===== config.mk =====
export PLATFORM = sky130hd
export DESIGN_NAME = base58_encoder
export DESIGN_NICKNAME = d
export VERILOG_FILES = /design/src/rtl/b58_pkg.sv /design/src/rtl/b58_ram.sv /design/src/rtl/b58_digit_unit.sv /design/src/rtl/base58_encoder.sv
export SDC_FILE = /design/constraint.sdc
export NUM_CORES = 1
export LEC_CHECK = 0
export BUFFER_PORTS_ARGS = -buffer_cell sky130_fd_sc_hd__buf_2
export CAP_MARGIN = 15
export CORE_MARGIN = 8
export CORE_UTILIZATION = 55
export DETAILED_ROUTE_END_ITERATION = 16
export GPL_ROUTABILITY_DRIVEN = 0
export HOLD_SLACK_MARGIN = 0.08
export PLACE_DENSITY = 0.73
export SYNTH_ARGS = -nofsm -noshare
export SYNTH_HDL_FRONTEND = slang
export SYNTH_SLANG_ARGS = --single-unit

===== constraint.sdc =====
create_clock -name clock -period 9.5 [get_ports clock]
set_input_delay 1.425 -clock clock [delete_from_list [all_inputs] [get_ports clock]]
set_output_delay 1.425 -clock clock [all_outputs]
set_load 0.05 [all_outputs]

===== src/rtl/b58_pkg.sv =====
package b58_pkg;

   localparam int MAX_BYTES_DEF = 32;
   localparam int RADIX         = 58;
   localparam int LOG_NUM       = 138;
   localparam int LOG_DEN       = 100;
   localparam int DIGIT_W       = 6;
   localparam int BYTE_W        = 8;
   localparam int CHAR_W        = 7;
   localparam int TAB_DEPTH     = 2 ** DIGIT_W;
   localparam int Y_W           = BYTE_W + 1;
   localparam int Q2_MAX        = (2 ** BYTE_W - 1 + RADIX - 1) / RADIX;
   localparam int Q2_W          = $clog2(Q2_MAX + 1);

   localparam logic [8*RADIX-1:0] ALPHABET =
      "123456789ABCDEFGHJKLMNPQRSTUVWXYZabcdefghijkmnopqrstuvwxyz";

   typedef logic [BYTE_W-1:0]  quot_tab_type [TAB_DEPTH];
   typedef logic [DIGIT_W-1:0] rem_tab_type  [TAB_DEPTH];

   typedef enum logic [2:0] {
      ST_IDLE,
      ST_PRIME,
      ST_ABSORB,
      ST_TRIM_RD,
      ST_TRIM_CHK,
      ST_ONES,
      ST_DIG_RD,
      ST_DIG_OUT
   } state_type;

   // Quotient and remainder of 256 times each base-58 digit, divided by 58.
   function automatic quot_tab_type build_quot_tab();
      quot_tab_type t;
      for (int k = 0; k < TAB_DEPTH; k++) begin
         if (k < RADIX) begin
            t[k] = BYTE_W'((256 * k) / RADIX);
         end else begin
            t[k] = '0;
         end
      end
      return t;
   endfunction

   function automatic rem_tab_type build_rem_tab();
      rem_tab_type t;
      for (int k = 0; k < TAB_DEPTH; k++) begin
         if (k < RADIX) begin
            t[k] = DIGIT_W'((256 * k) % RADIX);
         end else begin
            t[k] = '0;
         end
      end
      return t;
   endfunction

   localparam quot_tab_type QUOT_TAB = build_quot_tab();
   localparam rem_tab_type  REM_TAB  = build_rem_tab();

   function automatic logic [CHAR_W-1:0] b58_char(input logic [DIGIT_W-1:0] d);
      logic [7:0] c;
      if (d < DIGIT_W'(RADIX)) begin
         c = ALPHABET[8*(RADIX-1-int'(d)) +: 8];
      end else begin
         c = "1";
      end
      return c[CHAR_W-1:0];
   endfunction

endpackage


===== src/rtl/b58_ram.sv =====
module b58_ram #(
   parameter int WIDTH = 6,
   parameter int DEPTH = 45
) (
   input  logic                     clock,
   input  logic                     wr_en,
   input  logic [$clog2(DEPTH)-1:0] wr_addr,
   input  logic [WIDTH-1:0]         wr_data,
   input  logic                     rd_en,
   input  logic [$clog2(DEPTH)-1:0] rd_addr,
   output logic [WIDTH-1:0]         rd_data
);

   logic [WIDTH-1:0] mem_ff [DEPTH];
   logic [WIDTH-1:0] rd_data_ff;

   always_ff @(posedge clock) begin
      if (wr_en) begin
         mem_ff[wr_addr] <= wr_data;
      end
      if (rd_en) begin
         rd_data_ff <= mem_ff[rd_addr];
      end
   end

   assign rd_data = rd_data_ff;

endmodule


===== src/rtl/b58_digit_unit.sv =====
module b58_digit_unit (
   input  logic [b58_pkg::DIGIT_W-1:0] digit,
   input  logic [b58_pkg::BYTE_W-1:0]  carry,
   output logic [b58_pkg::DIGIT_W-1:0] rem_digit,
   output logic [b58_pkg::BYTE_W-1:0]  quo
);

   import b58_pkg::*;

   logic [BYTE_W-1:0]  q1;
   logic [DIGIT_W-1:0] r1;
   logic [Y_W-1:0]     y;
   logic [Q2_W-1:0]    q2;
   logic [Y_W-1:0]     y_rem;

   // carry + 256 * digit is split into 58 * q1 + (carry + r1); the small
   // remainder part is then reduced by parallel compares.
   assign q1 = QUOT_TAB[digit];
   assign r1 = REM_TAB[digit];
   assign y  = Y_W'(carry) + Y_W'(r1);

   always_comb begin
      q2 = '0;
      for (int j = 1; j <= Q2_MAX; j++) begin
         if (y >= Y_W'(j * RADIX)) begin
            q2 = Q2_W'(j);
         end
      end
   end

   assign y_rem     = y - Y_W'(int'(q2) * RADIX);
   assign rem_digit = y_rem[DIGIT_W-1:0];
   assign quo       = BYTE_W'(Y_W'(q1) + Y_W'(q2));

endmodule


===== src/rtl/base58_encoder.sv =====
// Each byte is taken in the idle state; a byte that enters the digit walk is
// then primed with a RAM read and walks N base-58 digits (at most 45 at the
// default size), one digit per cycle through the shared divide-by-58 unit.
// After the final byte, trimming reads and checks digits from the top down;
// then leading '1's go out and each base-58 character is read from RAM.
// Synchronous reset clears all control state; the digit RAM is not cleared.
module base58_encoder #(
   parameter int MAX_BYTES = b58_pkg::MAX_BYTES_DEF
) (
   input  logic                       clock,
   input  logic                       reset,
   input  logic                       req_valid,
   output logic                       req_ready,
   input  logic [b58_pkg::BYTE_W-1:0] req_data_byte,
   input  logic                       req_last_byte,
   output logic                       rsp_valid,
   input  logic                       rsp_ready,
   output logic [b58_pkg::CHAR_W-1:0] rsp_out_char,
   output logic                       rsp_last_char,
   output logic                       rsp_overflow
);

   import b58_pkg::*;

   localparam int DIGITS = MAX_BYTES * LOG_NUM / LOG_DEN + 1;
   localparam int IW     = $clog2(DIGITS + 1);
   localparam int AW     = $clog2(DIGITS);
   localparam int CW     = $clog2(MAX_BYTES + 1);

   state_type state_ff, state_in;

   logic [IW-1:0]     in_use_ff, in_use_in;
   logic [CW-1:0]     lead_ff, lead_in;
   logic              in_lead_ff, in_lead_in;
   logic [CW-1:0]     taken_ff, taken_in;
   logic              ovf_ff, ovf_in;
   logic [BYTE_W-1:0] carry_ff, carry_in;
   logic [IW-1:0]     idx_ff, idx_in;
   logic              last_ff, last_in;
   logic [IW-1:0]     top_ff, top_in;

   logic              rsp_valid_ff, rsp_valid_in;
   logic [CHAR_W-1:0] rsp_out_char_ff, rsp_out_char_in;
   logic              rsp_last_char_ff, rsp_last_char_in;
   logic              rsp_overflow_ff, rsp_overflow_in;

   logic               wr_en;
   logic [AW-1:0]      wr_addr;
   logic [DIGIT_W-1:0] wr_data;
   logic               rd_en;
   logic [AW-1:0]      rd_addr;
   logic [DIGIT_W-1:0] rd_data;

   logic [DIGIT_W-1:0] digit_cur;
   logic [DIGIT_W-1:0] rem_digit;
   logic [BYTE_W-1:0]  quo;

   logic          req_fire;
   logic          slot_free;
   logic          taking;
   logic          absorb_start;
   logic          step_more;
   logic [IW-1:0] idx_next;
   logic [IW-1:0] top_m1;

   assign req_ready = (state_ff == ST_IDLE);
   assign req_fire  = req_valid && req_ready;
   assign slot_free = !rsp_valid_ff || rsp_ready;
   assign taking    = (taken_ff < CW'(MAX_BYTES));
   assign absorb_start = taking && !(in_lead_ff && (req_data_byte == '0))
                         && ((req_data_byte != '0) || (in_use_ff != '0));
   assign idx_next  = idx_ff + 1'b1;
   assign top_m1    = top_ff - 1'b1;

   // Digits above the fill count have never been written for this string and
   // count as zero.
   assign digit_cur = (idx_ff < in_use_ff) ? rd_data : '0;
   assign step_more = ((quo != '0) || (idx_next < in_use_ff)) && (idx_next < IW'(DIGITS));

   b58_digit_unit u_digit (
      .digit     (digit_cur),
      .carry     (carry_ff),
      .rem_digit (rem_digit),
      .quo       (quo)
   );

   b58_ram #(
      .WIDTH (DIGIT_W),
      .DEPTH (DIGITS)
   ) u_store (
      .clock   (clock),
      .wr_en   (wr_en),
      .wr_addr (wr_addr),
      .wr_data (wr_data),
      .rd_en   (rd_en),
      .rd_addr (rd_addr),
      .rd_data (rd_data)
   );

   always_comb begin
      state_in = state_ff;
      case (state_ff)
         ST_IDLE: begin
            if (req_fire) begin
               if (absorb_start) begin
                  state_in = ST_PRIME;
               end else if (req_last_byte) begin
                  state_in = ST_TRIM_RD;
               end
            end
         end
         ST_PRIME: begin
            state_in = ST_ABSORB;
         end
         ST_ABSORB: begin
            if (!step_more) begin
               state_in = last_ff ? ST_TRIM_RD : ST_IDLE;
            end
         end
         ST_TRIM_RD: begin
            state_in = (top_ff == '0) ? ST_ONES : ST_TRIM_CHK;
         end
         ST_TRIM_CHK: begin
            state_in = (rd_data == '0) ? ST_TRIM_RD : ST_ONES;
         end
         ST_ONES: begin
            if (lead_ff == '0) begin
               state_in = ST_DIG_RD;
            end
         end
         ST_DIG_RD: begin
            state_in = (top_ff == '0) ? ST_IDLE : ST_DIG_OUT;
         end
         ST_DIG_OUT: begin
            if (slot_free) begin
               state_in = ST_DIG_RD;
            end
         end
         default: begin
            state_in = ST_IDLE;
         end
      endcase
   end

   always_comb begin
      in_use_ff_hold: begin
         in_use_in  = in_use_ff;
         lead_in    = lead_ff;
         in_lead_in = in_lead_ff;
         taken_in   = taken_ff;
         ovf_in     = ovf_ff;
         carry_in   = carry_ff;
         idx_in     = idx_ff;
         last_in    = last_ff;
         top_in     = top_ff;
      end
      rsp_valid_in     = rsp_valid_ff && !rsp_ready;
      rsp_out_char_in  = rsp_out_char_ff;
      rsp_last_char_in = rsp_last_char_ff;
      rsp_overflow_in  = rsp_overflow_ff;
      wr_en   = 1'b0;
      wr_addr = idx_ff[AW-1:0];
      wr_data = rem_digit;
      rd_en   = 1'b0;
      rd_addr = idx_ff[AW-1:0];

      case (state_ff)
         ST_IDLE: begin
            if (req_fire) begin
               last_in  = req_last_byte;
               carry_in = req_data_byte;
               idx_in   = '0;
               if (!taking) begin
                  ovf_in = 1'b1;
               end else begin
                  taken_in = taken_ff + 1'b1;
                  if (in_lead_ff && (req_data_byte == '0)) begin
                     lead_in = lead_ff + 1'b1;
                  end else begin
                     in_lead_in = 1'b0;
                  end
               end
               if (!absorb_start) begin
                  top_in = in_use_ff;
               end
            end
         end
         ST_PRIME: begin
            rd_en = 1'b1;
         end
         ST_ABSORB: begin
            wr_en    = 1'b1;
            carry_in = quo;
            idx_in   = idx_next;
            rd_en    = step_more;
            rd_addr  = idx_next[AW-1:0];
            if (!step_more) begin
               in_use_in = idx_next;
               top_in    = idx_next;
            end
         end
         ST_TRIM_RD: begin
            if (top_ff != '0) begin
               rd_en   = 1'b1;
               rd_addr = top_m1[AW-1:0];
            end
         end
         ST_TRIM_CHK: begin
            if (rd_data == '0) begin
               top_in = top_m1;
            end
         end
         ST_ONES: begin
            if ((lead_ff != '0) && slot_free) begin
               rsp_valid_in     = 1'b1;
               rsp_out_char_in  = b58_char('0);
               rsp_last_char_in = (lead_ff == CW'(1)) && (top_ff == '0);
               rsp_overflow_in  = ovf_ff;
               lead_in          = lead_ff - 1'b1;
            end
         end
         ST_DIG_RD: begin
            if (top_ff != '0) begin
               rd_en   = 1'b1;
               rd_addr = top_m1[AW-1:0];
               top_in  = top_m1;
            end else begin
               in_use_in  = '0;
               lead_in    = '0;
               in_lead_in = 1'b1;
               taken_in   = '0;
               ovf_in     = 1'b0;
            end
         end
         ST_DIG_OUT: begin
            if (slot_free) begin
               rsp_valid_in     = 1'b1;
               rsp_out_char_in  = b58_char(rd_data);
               rsp_last_char_in = (top_ff == '0);
               rsp_overflow_in  = ovf_ff;
            end
         end
         default: begin
         end
      endcase
   end

   always_ff @(posedge clock) begin
      if (reset) begin
         state_ff     <= ST_IDLE;
         in_use_ff    <= '0;
         lead_ff      <= '0;
         in_lead_ff   <= 1'b1;
         taken_ff     <= '0;
         ovf_ff       <= 1'b0;
         last_ff      <= 1'b0;
         top_ff       <= '0;
         idx_ff       <= '0;
         rsp_valid_ff <= 1'b0;
      end else begin
         state_ff     <= state_in;
         in_use_ff    <= in_use_in;
         lead_ff      <= lead_in;
         in_lead_ff   <= in_lead_in;
         taken_ff     <= taken_in;
         ovf_ff       <= ovf_in;
         last_ff      <= last_in;
         top_ff       <= top_in;
         idx_ff       <= idx_in;
         rsp_valid_ff <= rsp_valid_in;
      end
   end

   always_ff @(posedge clock) begin
      carry_ff         <= carry_in;
      rsp_out_char_ff  <= rsp_out_char_in;
      rsp_last_char_ff <= rsp_last_char_in;
      rsp_overflow_ff  <= rsp_overflow_in;
   end

   assign rsp_valid     = rsp_valid_ff;
   assign rsp_out_char  = rsp_out_char_ff;
   assign rsp_last_char = rsp_last_char_ff;
   assign rsp_overflow  = rsp_overflow_ff;

`ifndef SYNTH
   a_fill_bound: assert property (@(posedge clock) disable iff (reset)
      in_use_ff <= IW'(DIGITS))
      else $error("Digit fill count exceeds the store depth.");

   a_lead_taken: assert property (@(posedge clock) disable iff (reset)
      lead_ff <= taken_ff)
      else $error("Leading zero count exceeds the bytes taken.");

   a_top_fill: assert property (@(posedge clock) disable iff (reset)
      top_ff <= in_use_ff)
      else $error("Output digit pointer lies above the fill count.");

   a_digit_range: assert property (@(posedge clock) disable iff (reset)
      state_ff == ST_DIG_OUT |-> rd_data < DIGIT_W'(RADIX))
      else $error("Stored digit read for output is not a base-58 digit.");
`endif

endmodule

==> key figures <==
Logic synthesis
  – Seq/Total Area, Yosys: 55.3%
  – Mux cell area share after synthesis: 1.04%
  – Syn avg cell area: 10.1 um2
  – Simple-Gate Fraction of Synth Area: 18.1%
  – Register bit count reported by yosys: 330
  – Largest family of logic cells by synthesized area: simple AND/OR/NAND/NOR gates
  – Cells after synthesis: 1707
  – Mapped Area: 17300 um2
  – Compound-Gate Fraction of Synth Area: 16.8%
  – Post-synthesis xor/xnor area fraction: 1.73%
  – Post-synth EDFFs: 293
  – Post-Synth Adder-Cell Area: 3.54%
  – Most used DFF post-synth: edfxtp_1
  – Post-synth ARST share: 0%
  – Syn Nets: 1767
  – Cell variety after synth: 80
  – YS warnings: 0

Hold path
  – Hold depth: 0
  – Hold Path Class: reg -> reg
  – Hold path endpoint: rsp_overflow
  – Source of the worst hold timing path: ovf_ff

Route
  – Avg Vias per Cell: 6.34
  – Starting DRT DRC Count: 1369
  – Detailed Routing Iterations Pass 1: 6
  – DRT antenna net count: 0
  – # DRC: 0
  – Post-Route WL: 42900 um
  – Via count: 13400
  – Routed length per instance: 20.4 um

Layout
  – Area occupied by registers: 9540 um2
  – Most frequent cells in the layout: nand2_1 (296), edfxtp_1 (293), nor2_1 (140), a21oi_1 (104), o21ai_0 (91)
  – Multi-input gate area: 7200 um2
  – Layout Nets: 1736
  – Commonest non-fill, non-tap cell in the layout: nand2_1
  – Layout area overhead: 9.39%
  – Fraction of layout cells with a size suffix above 1: 7.81%
  – Fill cell count: 2537
  – Diodes inserted: 0

Die
  – Core area: 31200 um2
  – Die height: 193 um
  – IO Pins: 24
  – Row cnt: 65
  – Die Wd: 193 um
  – Die Area: 37300 um2
  – Initial Util: 55.3%

Flow run
  – Max Cap Viol: 0

Global routing
  – Largest net degree at the start of global routing: 97
  – Global route overflow: 0
  – Tot GR Track Use: 23.1%
  – First-pass GRT wire length: 68500 um
  – Vias in the first global route: 12800
  – Initial antenna violation count: 0

Clock tree
  – Clk buf depth: 3
  – TritonCTS Buffers: 36
  – Clock-pin transition on the worst setup and hold timing paths: 0.06 ns
  – CTS tree: built
  – Hold-fix buffers, CTS: 0
  – Worst-Skew Late Latency: 0.53 ns
  – CTS H-tree depth: 2
  – Clock root buffer: clkbuf_16
  – Clock Sinks: 330

STA
  – Setup TNS: 0 ns
  – Min Tclk post-route: 8.72 ns
  – Slew Viols, Final: 0
  – Least-Margin Pin Slew: 1.13 ns
  – Clk_skew: 0.0222 ns
  – Final period util: 91.7%
  – Final Hold Fails: 0
  – FMAX: 115 MHz
  – RSZ-0062 raised after global routing: false
  – Max transition margin: 23.9%
  – # setup viols final: 0

Placed design
  – Port Buf Inserts: 23
  – HPWL after DPL: 27100 um

Setup path
  – CP endpoint kind: flop
  – Worst-path maximum fanout: 13
  – Cell family with most CP delay: compound AO/OA/AOI/OAI gates
  – R2r setup slk: 0.78 ns
  – Critical Path RT: 9.75 ns
  – Capturing point of the worst reg2reg path: u_store.rd_data[1]
  – Worst Reg-to-Reg Cells: 34
  – CP Launch Type: flop
  – CP Class: reg -> reg
  – Reg2reg start: idx_ff[3]
  – CP max-delay cell: dfxtp_1
  – CP bufs+invs: 2
  – CP arrival: 8.97 ns
  – Crit path largest cell delay: 0.56 ns

Run status
  – Status: complete, no violations
-- worst max-delay path by stage --
stage | startpoint | end | slack, ns | depth (start not counted)
2_1_floorplan | in_use_ff[3] | u_store.mem_ff[0][5] | 0.60 | 35
3_3_place_gp | idx_ff[3] | u_store.rd_data[2] | 0.96 | 33
3_5_place_dp | idx_ff[3] | u_store.rd_data[1] | 0.63 | 33
4_1_cts | idx_ff[3] | u_store.rd_data[3] | 0.58 | 33
5_1_grt | idx_ff[3] | u_store.rd_data[3] | 0.08 | 32
6_report | idx_ff[3] | u_store.rd_data[1] | 0.78 | 34
-- logic make-up after synthesis --
| family | Yosys count |
|---|---|
| AND/OR/NAND/NOR | 686 |
| AO/OA/AOI/OAI | 434 |
| multiplexers | 18 |
| XOR/XNOR | 34 |
| adder cells (fa/ha/maj) | 47 |
| buffers and inverters | 158 |
| flip-flops | 330 |
-- timing repair --
action,4_1_cts,5_1_grt
resized for setup,0,3
setup endpoints to repair,0,19
setup buffers,0,0
endpoints found under the hold margin,0,0
-- final cells by class --
class / count / area share (%)
Clock buffer: 46 / 4.97
Timing Repair Buffer: 49 / 1.64
Inverter: 40 / 0.795
Multi-Input combinational cell: 1219 / 38.1
Sequential cell: 330 / 50.5
Clock inverter: 20 / 1.25
Tap cell: 402 / 2.66
-- state kept, by name, indices dropped and copies added, names as in the netlist --
register,flops
in_use_ff,6
top_ff,6
rsp_valid,1
rsp_overflow,1
idx_ff,6
taken_ff,6
lead_ff,6
in_lead_ff,1
last_ff,1
ovf_ff,1
rsp_out_char,7
rsp_last_char,1
u_store.mem_ff,270
u_store.rd_data,6
carry_ff,8
state_ff,3
-- cell usage after synthesis (19+ instances only) --
cell type	n	area (um2)
nand2_1	296	1110
edfxtp_1	293	8800
nor2_1	140	526
a21oi_1	104	521
clkbuf_1	91	342
o21ai_0	91	455
nand3_1	81	405
ha_1	44	551
a211oi_1	43	323
a31oi_1	37	231
dfxtp_1	37	741
inv_1	37	139
and3_1	24	150
nor2b_1	23	144
o211ai_1	23	173
xnor2_1	20	175
and2_1	19	119
-- per-layer routing --
metal	routed length [um]	up-vias	global-route usage [%]	part of all wire [%]
met2	20600	633	39.1	48
met1	17300	6363	29.7	40
met5	0	-	0	0
met3	3460	103	3.56	8.1
met4	1500	0	8.52	3.5
li1	-	6255	-	-
-- stage by stage --
stage | area, um2 | util [%] | hold slack, ns | worst slack, ns | std cells
global placement | 17700 | 56.6 | 0.418 | 0.961 | 2039
CTS | 18800 | 60.3 | 0.439 | 0.579 | 2105
finish | 18900 | 60.4 | 0.441 | 0.784 | 2106
floorplan | 17300 | - | 0.409 | 0.597 | 1707
global route | 18900 | 60.4 | 0.457 | 0.0834 | 2106
detailed placement | 17700 | 56.6 | 0.423 | 0.629 | 2039
Power is not shown: default switching activity piles up to over one toggle a cycle in this logic, so the estimate is an artifact.
